<file path="src/vlc_pkg.sv">
// Shared types and constants for the prefix-code integer codec.
// No dependencies; used by every module of the block.
`default_nettype none

package vlc_pkg;

  // op field
  localparam logic OP_ENCODE = 1'b0;
  localparam logic OP_DECODE = 1'b1;

  // kind field
  localparam logic KIND_BYTE = 1'b0;
  localparam logic KIND_WORD = 1'b1;

  localparam int unsigned MaxBytes = 5;

  // Range limits of the encoded forms
  localparam logic [31:0] POS_MAX   = 32'h1fff_ffff;
  localparam logic [31:0] POS1_MAX  = 32'h0000_007f;
  localparam logic [31:0] POS2_MAX  = 32'h0000_1fff;
  localparam logic [31:0] POS3_MAX  = 32'h001f_ffff;
  localparam logic [31:0] EXT2_MAX  = 32'h0000_07ff;
  localparam logic [31:0] EXT3_MAX  = 32'h0007_ffff;
  localparam logic [31:0] EXT4_MAX  = 32'h07ff_ffff;
  localparam logic [7:0]  EXT5_HDR  = 8'hf8;

  typedef struct packed {
    logic [MaxBytes-1:0][7:0] bytes;  // bytes[0] goes out first
    logic [2:0]               cnt;    // 1..5
  } enc_t;

  typedef struct packed {
    logic        valid;  // current byte completes a word
    logic [31:0] word;
  } dec_res_t;

endpackage

`default_nettype wire

</file>
<file path="src/vlc_encoder.sv">
// Encoder: splits a 32-bit word into its 1 to 5 byte prefix-coded form.
// Depends on vlc_pkg.
`default_nettype none

module vlc_encoder (
  input  wire logic [31:0]  value_i,
  output vlc_pkg::enc_t     enc_o
);

  logic [31:0] inv;

  assign inv = ~value_i;

  always_comb begin
    enc_o = '0;
    if (value_i <= vlc_pkg::POS_MAX) begin
      if (value_i <= vlc_pkg::POS1_MAX) begin
        enc_o.cnt      = 3'd1;
        enc_o.bytes[0] = value_i[7:0];
      end else if (value_i <= vlc_pkg::POS2_MAX) begin
        enc_o.cnt      = 3'd2;
        enc_o.bytes[0] = {3'b100, value_i[12:8]};
        enc_o.bytes[1] = value_i[7:0];
      end else if (value_i <= vlc_pkg::POS3_MAX) begin
        enc_o.cnt      = 3'd3;
        enc_o.bytes[0] = {3'b101, value_i[20:16]};
        enc_o.bytes[1] = value_i[15:8];
        enc_o.bytes[2] = value_i[7:0];
      end else begin
        enc_o.cnt      = 3'd4;
        enc_o.bytes[0] = {3'b110, value_i[28:24]};
        enc_o.bytes[1] = value_i[23:16];
        enc_o.bytes[2] = value_i[15:8];
        enc_o.bytes[3] = value_i[7:0];
      end
    end else begin
      // extended forms carry the inverted word
      if (inv <= vlc_pkg::EXT2_MAX) begin
        enc_o.cnt      = 3'd2;
        enc_o.bytes[0] = {5'b11100, inv[10:8]};
        enc_o.bytes[1] = inv[7:0];
      end else if (inv <= vlc_pkg::EXT3_MAX) begin
        enc_o.cnt      = 3'd3;
        enc_o.bytes[0] = {5'b11101, inv[18:16]};
        enc_o.bytes[1] = inv[15:8];
        enc_o.bytes[2] = inv[7:0];
      end else if (inv <= vlc_pkg::EXT4_MAX) begin
        enc_o.cnt      = 3'd4;
        enc_o.bytes[0] = {5'b11110, inv[26:24]};
        enc_o.bytes[1] = inv[23:16];
        enc_o.bytes[2] = inv[15:8];
        enc_o.bytes[3] = inv[7:0];
      end else begin
        enc_o.cnt      = 3'd5;
        enc_o.bytes[0] = vlc_pkg::EXT5_HDR;
        enc_o.bytes[1] = inv[31:24];
        enc_o.bytes[2] = inv[23:16];
        enc_o.bytes[3] = inv[15:8];
        enc_o.bytes[4] = inv[7:0];
      end
    end
  end

endmodule

`default_nettype wire

</file>
<file path="src/vlc_decoder.sv">
// Decoder: header, accumulator and remaining-byte count of the run being decoded.
// Depends on vlc_pkg.
`default_nettype none

module vlc_decoder (
  input  wire logic         clk_i,
  input  wire logic         rst_ni,
  input  wire logic         step_i,   // consume byte_i this cycle
  input  wire logic [7:0]   byte_i,
  output vlc_pkg::dec_res_t res_o     // result for byte_i, valid before step
);

  logic [7:0]  header_q, header_d;
  logic [31:0] acc_q, acc_d;
  logic [2:0]  due_q, due_d;
  logic [31:0] acc_shift;

  assign acc_shift = {acc_q[23:0], byte_i};

  always_comb begin
    header_d    = header_q;
    acc_d       = acc_q;
    due_d       = due_q;
    res_o.valid = 1'b0;
    res_o.word  = '0;
    if (due_q == 3'd0) begin
      header_d = byte_i;
      if (!byte_i[7]) begin
        acc_d       = {24'd0, byte_i};
        res_o.valid = 1'b1;
        res_o.word  = {24'd0, byte_i};
      end else if (byte_i[6:5] != 2'b11) begin
        acc_d = {27'd0, byte_i[4:0]};
        due_d = {1'b0, byte_i[6:5]} + 3'd1;
      end else begin
        // full-word form drops the spare header bits
        acc_d = (byte_i[4:3] == 2'b11) ? 32'd0 : {29'd0, byte_i[2:0]};
        due_d = {1'b0, byte_i[4:3]} + 3'd1;
      end
    end else begin
      acc_d = acc_shift;
      due_d = due_q - 3'd1;
      if (due_q == 3'd1) begin
        res_o.valid = 1'b1;
        res_o.word  = (header_q[7:5] == 3'b111) ? ~acc_shift : acc_shift;
      end
    end
  end

  always_ff @(posedge clk_i or negedge rst_ni) begin
    if (!rst_ni) begin
      header_q <= '0;
      acc_q    <= '0;
      due_q    <= '0;
    end else if (step_i) begin
      header_q <= header_d;
      acc_q    <= acc_d;
      due_q    <= due_d;
    end
  end

endmodule

`default_nettype wire

</file>
<file path="src/varint_codec.sv">
// Prefix-code integer codec, 1 to 5 bytes per 32-bit word. An item enters an
// input register (encode items are split into bytes on the way in) and its
// results leave through a single output register. Decode bytes are taken at
// one per cycle while the output register can take each result; a decode
// result appears when the last byte of a run is consumed. An encode item holds
// the input register until its 1 to 5 bytes have gone out, one byte per cycle
// while the output is not stalled, and input is held off with ready meanwhile.
// Depends on vlc_pkg, vlc_encoder and vlc_decoder.
`default_nettype none

module varint_codec (
  input  wire logic        clk_i,
  input  wire logic        rst_ni,
  input  wire logic        in_valid_i,
  output logic             in_ready_o,
  input  wire logic        op_i,
  input  wire logic [31:0] value_i,
  input  wire logic [7:0]  byte_in_i,
  output logic             out_valid_o,
  input  wire logic        out_ready_i,
  output logic             kind_o,
  output logic [7:0]       byte_out_o,
  output logic [31:0]      word_out_o,
  output logic             last_o
);

  vlc_pkg::enc_t     enc_d, enc_q;
  vlc_pkg::dec_res_t dec_res;

  logic        in_valid_q;
  logic        op_q;
  logic [7:0]  din_q;
  logic [2:0]  idx_q;
  logic        out_valid_q;
  logic        kind_q, last_q;
  logic [7:0]  byte_q;
  logic [31:0] word_q;

  logic is_dec, out_free, enc_last, produce, advance, load_out;

  vlc_encoder u_enc (
    .value_i (value_i),
    .enc_o   (enc_d)
  );

  vlc_decoder u_dec (
    .clk_i  (clk_i),
    .rst_ni (rst_ni),
    .step_i (advance && is_dec),
    .byte_i (din_q),
    .res_o  (dec_res)
  );

  assign is_dec   = (op_q == vlc_pkg::OP_DECODE);
  assign out_free = !out_valid_q || out_ready_i;
  assign enc_last = (idx_q == enc_q.cnt - 3'd1);
  assign produce  = in_valid_q && (!is_dec || dec_res.valid);
  assign load_out = produce && out_free;
  // a decode byte that gives no result never waits on the output side
  assign advance  = in_valid_q && (is_dec ? (!dec_res.valid || out_free)
                                          : (out_free && enc_last));
  assign in_ready_o = !in_valid_q || advance;

  always_ff @(posedge clk_i or negedge rst_ni) begin
    if (!rst_ni) begin
      in_valid_q  <= 1'b0;
      idx_q       <= '0;
      out_valid_q <= 1'b0;
    end else begin
      if (in_ready_o) begin
        in_valid_q <= in_valid_i;
      end
      if (load_out && !is_dec) begin
        idx_q <= enc_last ? 3'd0 : idx_q + 3'd1;
      end
      if (load_out) begin
        out_valid_q <= 1'b1;
      end else if (out_ready_i) begin
        out_valid_q <= 1'b0;
      end
    end
  end

  always_ff @(posedge clk_i) begin
    if (in_valid_i && in_ready_o) begin
      op_q  <= op_i;
      enc_q <= enc_d;
      din_q <= byte_in_i;
    end
    if (load_out) begin
      if (is_dec) begin
        kind_q <= vlc_pkg::KIND_WORD;
        byte_q <= '0;
        word_q <= dec_res.word;
        last_q <= 1'b1;
      end else begin
        kind_q <= vlc_pkg::KIND_BYTE;
        byte_q <= enc_q.bytes[idx_q];
        word_q <= '0;
        last_q <= enc_last;
      end
    end
  end

  assign out_valid_o = out_valid_q;
  assign kind_o      = kind_q;
  assign byte_out_o  = byte_q;
  assign word_out_o  = word_q;
  assign last_o      = last_q;

endmodule

`default_nettype wire

</file>
<file path="config.mk">
export PLATFORM = sky130hd
export DESIGN_NAME = varint_codec
export DESIGN_NICKNAME = d
export VERILOG_FILES = /design/src/vlc_pkg.sv /design/src/vlc_encoder.sv /design/src/vlc_decoder.sv /design/src/varint_codec.sv
export SDC_FILE = /design/constraint.sdc
export NUM_CORES = 1
export LEC_CHECK = 0
export ABC_AREA = 0
export BUFFER_PORTS_ARGS = -buffer_cell sky130_fd_sc_hd__buf_2
export CORE_MARGIN = 1.5
export CORE_UTILIZATION = 45
export DETAILED_ROUTE_END_ITERATION = 6
export SYNTH_ARGS = -nofsm -noshare
export SYNTH_HDL_FRONTEND = slang
export SYNTH_HIERARCHICAL = 1
export SYNTH_SLANG_ARGS = --single-unit
</file>
<file path="constraint.sdc">
create_clock -name clk_i -period 3.8 [get_ports clk_i]
set_clock_uncertainty 0.15 [all_clocks]
set_input_delay 0.95 -clock clk_i [delete_from_list [all_inputs] [get_ports clk_i]]
set_output_delay 0.95 -clock clk_i [all_outputs]
set_load 0.005 [all_outputs]
</file>
==> results of run 1 <==
[through the flow]
stage	cell area [sq um]	setup WS, ns	total power [uW]	std cells
after floorplan	6970	0.302	3150	658
after global placement	7580	0.566	3560	906
after detailed placement	7580	0.626	3590	906
after CTS	8190	0.530	5270	938
after global routing	8190	0.419	5500	938
final	8190	0.621	5220	938
[routing by layer]
layer	vias up	part of all wire (%)
met5	-	0
met2	186	49
met3	37	5.5
li1	2545	-
met1	2601	43
met4	0	2.6
[worst min path at each step]
stage | startpoint | end | slack, ns | depth (start not counted)
global placement | u_dec/header_q[6] | u_dec/header_q[6] | 0.32 | 1
CTS | u_dec/header_q[5] | u_dec/header_q[5] | 0.34 | 1
detailed placement | u_dec/header_q[5] | u_dec/header_q[5] | 0.33 | 1
finish | u_dec/header_q[5] | u_dec/header_q[5] | 0.33 | 1
global route | u_dec/header_q[5] | u_dec/header_q[5] | 0.36 | 1
floorplan | is_dec | kind_o | 0.29 | 0
[where the power goes]
part	total, uW	leakage, uW	internal (uW)	switching [uW]
logic	1320	0.00162	611	713
registers	2230	0.00133	1950	280
clock network	1670	0.000290	1040	630
[worst max-delay path, cell delays in order, from the launching register on]
cell	delay, ns
dfrtp_1	0.85
xor2_1	0.35
a31oi_2	0.16
o21ai_2	0.16
buf_2	0.14
[kinds of logic after synthesis]
family                   synth area share, %
XOR/XNOR                                3.84
flip-flops                              53.0
buffers and inverters                   5.22
adder cells (fa/ha/maj)                 1.08
AO/OA/AOI/OAI                           15.2
multiplexers                            5.06
AND/OR/NAND/NOR                         16.5
[state kept, by name, indices dropped and copies added (netlist names), 3 cells and up]
name	count
byte_out_o	8
din_q	8
u_dec/acc_q	24
u_dec/due_q	3
enc_q	43
idx_q	3
word_out_o	32
u_dec/header_q	3
[cell type report]
class                           count  area share, %
Tap cell                          188           2.87
Timing Repair Buffer              108           7.21
Clock inverter                     15           2.24
Clock buffer                       17           5.19
Inverter                           36           1.65
Sequential cell                   129           45.1
Multi-Input combinational cell    445           35.7
[cell usage in the layout, fill, tap and decap left out, types with 4 or more instances in the layout]
cell type,instances
dfrtp_1,35
o22ai_1,29
edfxtp_1,94
nand2_1,52
xnor2_1,25
a211oi_1,5
nand4_1,6
a31oi_1,10
buf_4,20
nor2_1,67
a22o_1,18
mux4_2,8
a21oi_1,22
clkinv_4,4
and3_1,10
o21a_1,4
nand3_1,23
and2_1,34
mux2i_1,15
o21ai_0,42
clkbuf_16,17
a221o_1,4
buf_2,88
ha_1,6
inv_1,36
==> run metrics, run 1 <==
share of layout cells above drive strength 1 22.7%; final wirelength 17900 microns; top-count cell post-synth edfxtp_1; Post-DRT Antenna Nets 0; CTS tree built; post-CTS resize count 0; startpoint types flop; met3 Use GR 4.27%; Initial Util 46.0%; # nets final 788; hold_buf cts 0; Slew Viols, Final 0; setup TNS 0 ns; Synth Area per Inst 10.6 sq um; WL per Instance 19.1 microns; critical path data arrival time 2.08 ns; residual DRC count 0; critical path endpoint in_ready_o; sequential element share of the synthesized area 53.0%; Inserted Diodes 0; Netlist cell types 63; WS Path Type reg -> out; leakage 0.00324 uW; Synth area leaders edfxtp_1 (40%), dfrtp_1 (13%), nor2_1 (3.8%); FF-to-FF setup slack 1.01 ns; prevailing post-synth register cell edfxtp_1; Net Count, Synth 709; Pre-antenna DRT Iters 5; Hold Slack 0.333 ns; DP HPWL 12900 microns; synth warn 6; crit-path max FO 12; GRT Residual Overflow 0; CTS Buf Count 17; share of Yosys cell area claimed by the top area cell type 40.5%; Die Span Y 127 microns; Reg-to-Reg Start idx_q[0]; clk root buf clkbuf_16; WP data required 2.70 ns; Setup-failing EPs final 0; fmax 315 MHz; synthesized instance count 658; post-synthesis cell area 0.00697 sq mm; Port Buf Inserts 88; unrepaired setup endpoints after global routing no; Via Count 5369; fin crit share 83.7%; core area 0.0151 sq mm; multi-input logic area 0.00292 sq mm; routability cong. 0.994; worst reg-to-reg path cell count 5; Setup Fix Bufs, Post-CTS 0; I/O Pins 89; Fillers 1342; R2R Path End is_dec; headroom to the max-slew limit 43.6%; Slew @ Worst Pin 0.846 ns; clk slew on worst S/H paths 0.06 ns; Max-Cap Viols 0; register area 0.00370 sq mm; number of global-route vias before repair 5204; drt first-iter violations 525; EDFF count, synth 94; pin count of the biggest net entering global routing 53; status finished, final reports clean; initial antenna violation count 0; first-pass GRT wire length 28400 microns; Area Growth Syn to Fin 17.5%; Commonest cells post-synth edfxtp_1 (94), nor2_1 (70), nand2_1 (52); CP startpoint idx_q[0]; Crit. End Element output pin; clk sinks 129; Vias/cell 5.72; grt peak-use layer met2; power per cell area 637 mW/mm^2; H-tree depth 4; Yosys top cell by area edfxtp_1; gr usage total 22.9%; die area 0.0163 sq mm; peak supply drop 0.316 mV; Hold Violations, Final 0; Die X 127 microns; row cnt 45; worst hold path class reg -> reg; Clock Latency Late Sink 0.42 ns; Yosys reg bits 129; routing usage on met1 29.6%; CTS max path bufs 2; met2 GRT Util 37.8%; Tmin final 3.18 ns; fraction of registers with async set/reset 27.1%; Final Util 54.1%
(Power assumes the default switching activity.)
==> run 2, diff against run 1 <==
--- a/config.mk
+++ b/config.mk
@@ -5,11 +5,12 @@
 export SDC_FILE = /design/constraint.sdc
 export NUM_CORES = 1
 export LEC_CHECK = 0
-export ABC_AREA = 0
+export ABC_AREA = 1
 export BUFFER_PORTS_ARGS = -buffer_cell sky130_fd_sc_hd__buf_2
 export CORE_MARGIN = 1.5
 export CORE_UTILIZATION = 45
 export DETAILED_ROUTE_END_ITERATION = 6
+export PLACE_DENSITY = 0.67
 export SYNTH_ARGS = -nofsm -noshare
 export SYNTH_HDL_FRONTEND = slang
 export SYNTH_HIERARCHICAL = 1
==> constraint.sdc (replaced) <==
create_clock -name clk_i -period 2.87 [get_ports clk_i]
set_clock_uncertainty 0.15 [all_clocks]
set_input_delay 0.7175 -clock clk_i [delete_from_list [all_inputs] [get_ports clk_i]]
set_output_delay 0.7175 -clock clk_i [all_outputs]
set_load 0.005 [all_outputs]
==> run metrics, run 2 <==
R2R Path End u_dec/acc_q[21]; clk root buf clkbuf_16; H-tree depth 4 (unchanged); fraction of registers with async set/reset 27.1% (unchanged); share of layout cells above drive strength 1 18.3% (-4.4 points); worst path cell trace inv_2, ha_4, inv_2, nand3_2, nand2_1, or2_4, nand2_2, nand2_2, nand2_1, buf_2; Commonest cells post-synth nand2_1 (320), nor2_1 (116), inv_1 (114); GRT Residual Overflow 0 (unchanged); Max-Cap Viols 0 (unchanged); register area 0.00370 sq mm (about the same); DP HPWL 13400 microns (+4.5%); Buf/Inv on CP 3 (+2); Netlist cell types 39 (-38%); critical path data arrival time 1.88 ns (-0.20 ns); WL per Instance 14.6 microns (-23%); commonest non-fill, non-tap cell in the layout nand2_1; unrepaired setup endpoints after global routing no; crit-path max FO 4 (-8); clk slew on worst S/H paths 0.05 ns (about the same); Tmin final 2.75 ns; Via Count 6656 (+24%); CTS tree built; Initial Util 45.9% (-0.13 points); drt first-iter violations 542 (+3.2%); post-synthesis cell area 0.00759 sq mm (+8.8%); slowest stage delay, CP 0.40 ns (-0.45 ns); CP startpoint u_dec/due_q[0]; gr usage total 22.3% (-0.58 points); Final WS setup 0.122 ns (-0.499 ns); clk sinks 129 (unchanged); I/O Pins 89 (unchanged); first-pass GRT wire length 30700 microns (+8.0%); Synth Area per Inst 7.80 sq um (-26%); Post-DRT Antenna Nets 0 (unchanged); share of Yosys cell area claimed by the top area cell type 37.2% (-3.3 points); routability cong. 1.00 (+1.0%); residual DRC count 0 (unchanged); Reg-to-Reg Start u_dec/due_q[0]; peak supply drop 0.488 mV (+55%); worst reg-to-reg path cell count 11 (+6); power per cell area 802 mW/mm^2 (+26%); Yosys reg bits 129 (unchanged); multi-input logic area 0.00321 sq mm (+9.9%); headroom to the max-slew limit 44.8% (+1.2 points); Net Count, Synth 1024 (+44%); sequential element share of the synthesized area 48.8% (-4.3 points); Largest Register enc_q; fmax 364 MHz; Area Growth Syn to Fin 16.8%; Synth area leaders edfxtp_1 (37%), nand2_1 (16%), dfrtp_1 (12%); final wirelength 19000 microns (+5.9%); Port Buf Inserts 88 (unchanged); number of global-route vias before repair 6063 (+17%); setup TNS 0 ns (unchanged); pin count of the biggest net entering global routing 53 (unchanged); Clock Latency Late Sink 0.42 ns (about the same); startpoint types flop; Die Span Y 133 microns (+4.2%); CTS Buf Count 17 (unchanged); Pre-antenna DRT Iters 5 (unchanged); CP max stage cell dfrtp_1; Fillers 1546 (+15%); prevailing post-synth register cell edfxtp_1; EDFF count, synth 94 (unchanged); hold_buf cts 0 (unchanged); Inserted Diodes 0 (unchanged); Crit. End Element output pin; row cnt 47 (+4.4%); Post-Place Worst Slack 0.394 ns (-0.232 ns); WS Path Type reg -> out; die area 0.0176 sq mm (+8.6%); Hold Violations, Final 0 (unchanged); initial antenna violation count 0 (unchanged); synth warn 6 (unchanged); synthesized instance count 973 (+48%); FF-to-FF setup slack 0.59 ns (-0.42 ns); fin crit share 95.8%; leakage 0.00437 uW (+35%); Die X 133 microns (+4.2%); CTS max path bufs 2 (unchanged); Worst path top cell family by delay simple AND/OR/NAND/NOR gates; top-count cell post-synth nand2_1; status finished, final reports clean; Vias/cell 5.13 (-10%); Yosys top cell by area edfxtp_1; Slew Viols, Final 0 (unchanged); Slew @ Worst Pin 0.828 ns (-0.0176 ns); worst hold path class in -> async; Setup-failing EPs final 0 (unchanged); max reg flops 43 (unchanged); # nets final 1115 (+41%); WP data required 2.00 ns (-0.70 ns); commonest non-fill, non-tap cells in the layout nand2_1 (319), nor2_1 (115), inv_1 (111), edfxtp_1 (94), buf_2 (88); core area 0.0165 sq mm (+9.1%)
[run 2: metrics by stage]
step                      utilization (%)  total power [uW]  instance area (sq um)  std cells  hold WS, ns
after global routing                 53.6              7570                   8860       1297        0.307
final                                53.6              7100                   8860       1297        0.250
after detailed placement             50.1              5110                   8280       1264        0.315
after floorplan                         -              4430                   7600        973        0.272
after CTS                            53.5              7130                   8840       1296        0.274
after global placement               50.1              5060                   8280       1264        0.319
[run 2: metal layers]
metal,global-route usage (%),vias up,part of all wire (%)
li1,-,3318,-
met1,29.1,3052,43
met2,36.2,259,48
met3,4.94,27,6.4
met4,8.67,0,2.1
met5,0,-,0
[run 2: worst max path at each step]
stage                      end  slack (ns)  depth (start not counted)
global placement      enc_q[4]        0.41                         10
global route        in_ready_o        0.02                         10
detailed placement    enc_q[4]        0.39                         10
finish              in_ready_o        0.12                         10
CTS                 in_ready_o        0.02                         10
floorplan             din_q[0]        0.02                          9
[run 2: logic make-up (layout without fill, tap and decap cells)]
group / count (synthesis) / in the layout / synth area share [%]
xor gates and xnor gates: 2 / 2 / 0.231
DFF: 129 / 129 / 48.8
and+or+nand+nor: 544 / 544 / 31.4
adders and majority gates: 6 / 6 / 0.990
AOI/OAI and AO/OA: 130 / 130 / 9.14
buffers and inverters: 162 / 266 / 9.47
[run 2: layout make-up]
cell class / count / area share, %
timing repair buffer: 109 / 7.32
clock inverter: 15 / 1.36
inverter: 125 / 5.38
multi-input combinational: 682 / 36.3
sequential: 129 / 41.8
tap: 220 / 3.11
clock buffer: 17 / 4.80
[run 2: report_power, final]
| group | total [uW] | switching (uW) | internal (uW) |
|---|---|---|---|
| combinational | 2230 | 1450 | 786 |
| sequential | 2900 | 274 | 2620 |
| clock | 1980 | 799 | 1180 |
[run 2: timing repair]
item / 4_1_cts / 5_1_grt
resized for setup: 3 / 6
setup endpoints to repair: 1 / 1
gates cloned: 0 / 0
setup buffers: 0 / 1
pin swaps: 0 / 1
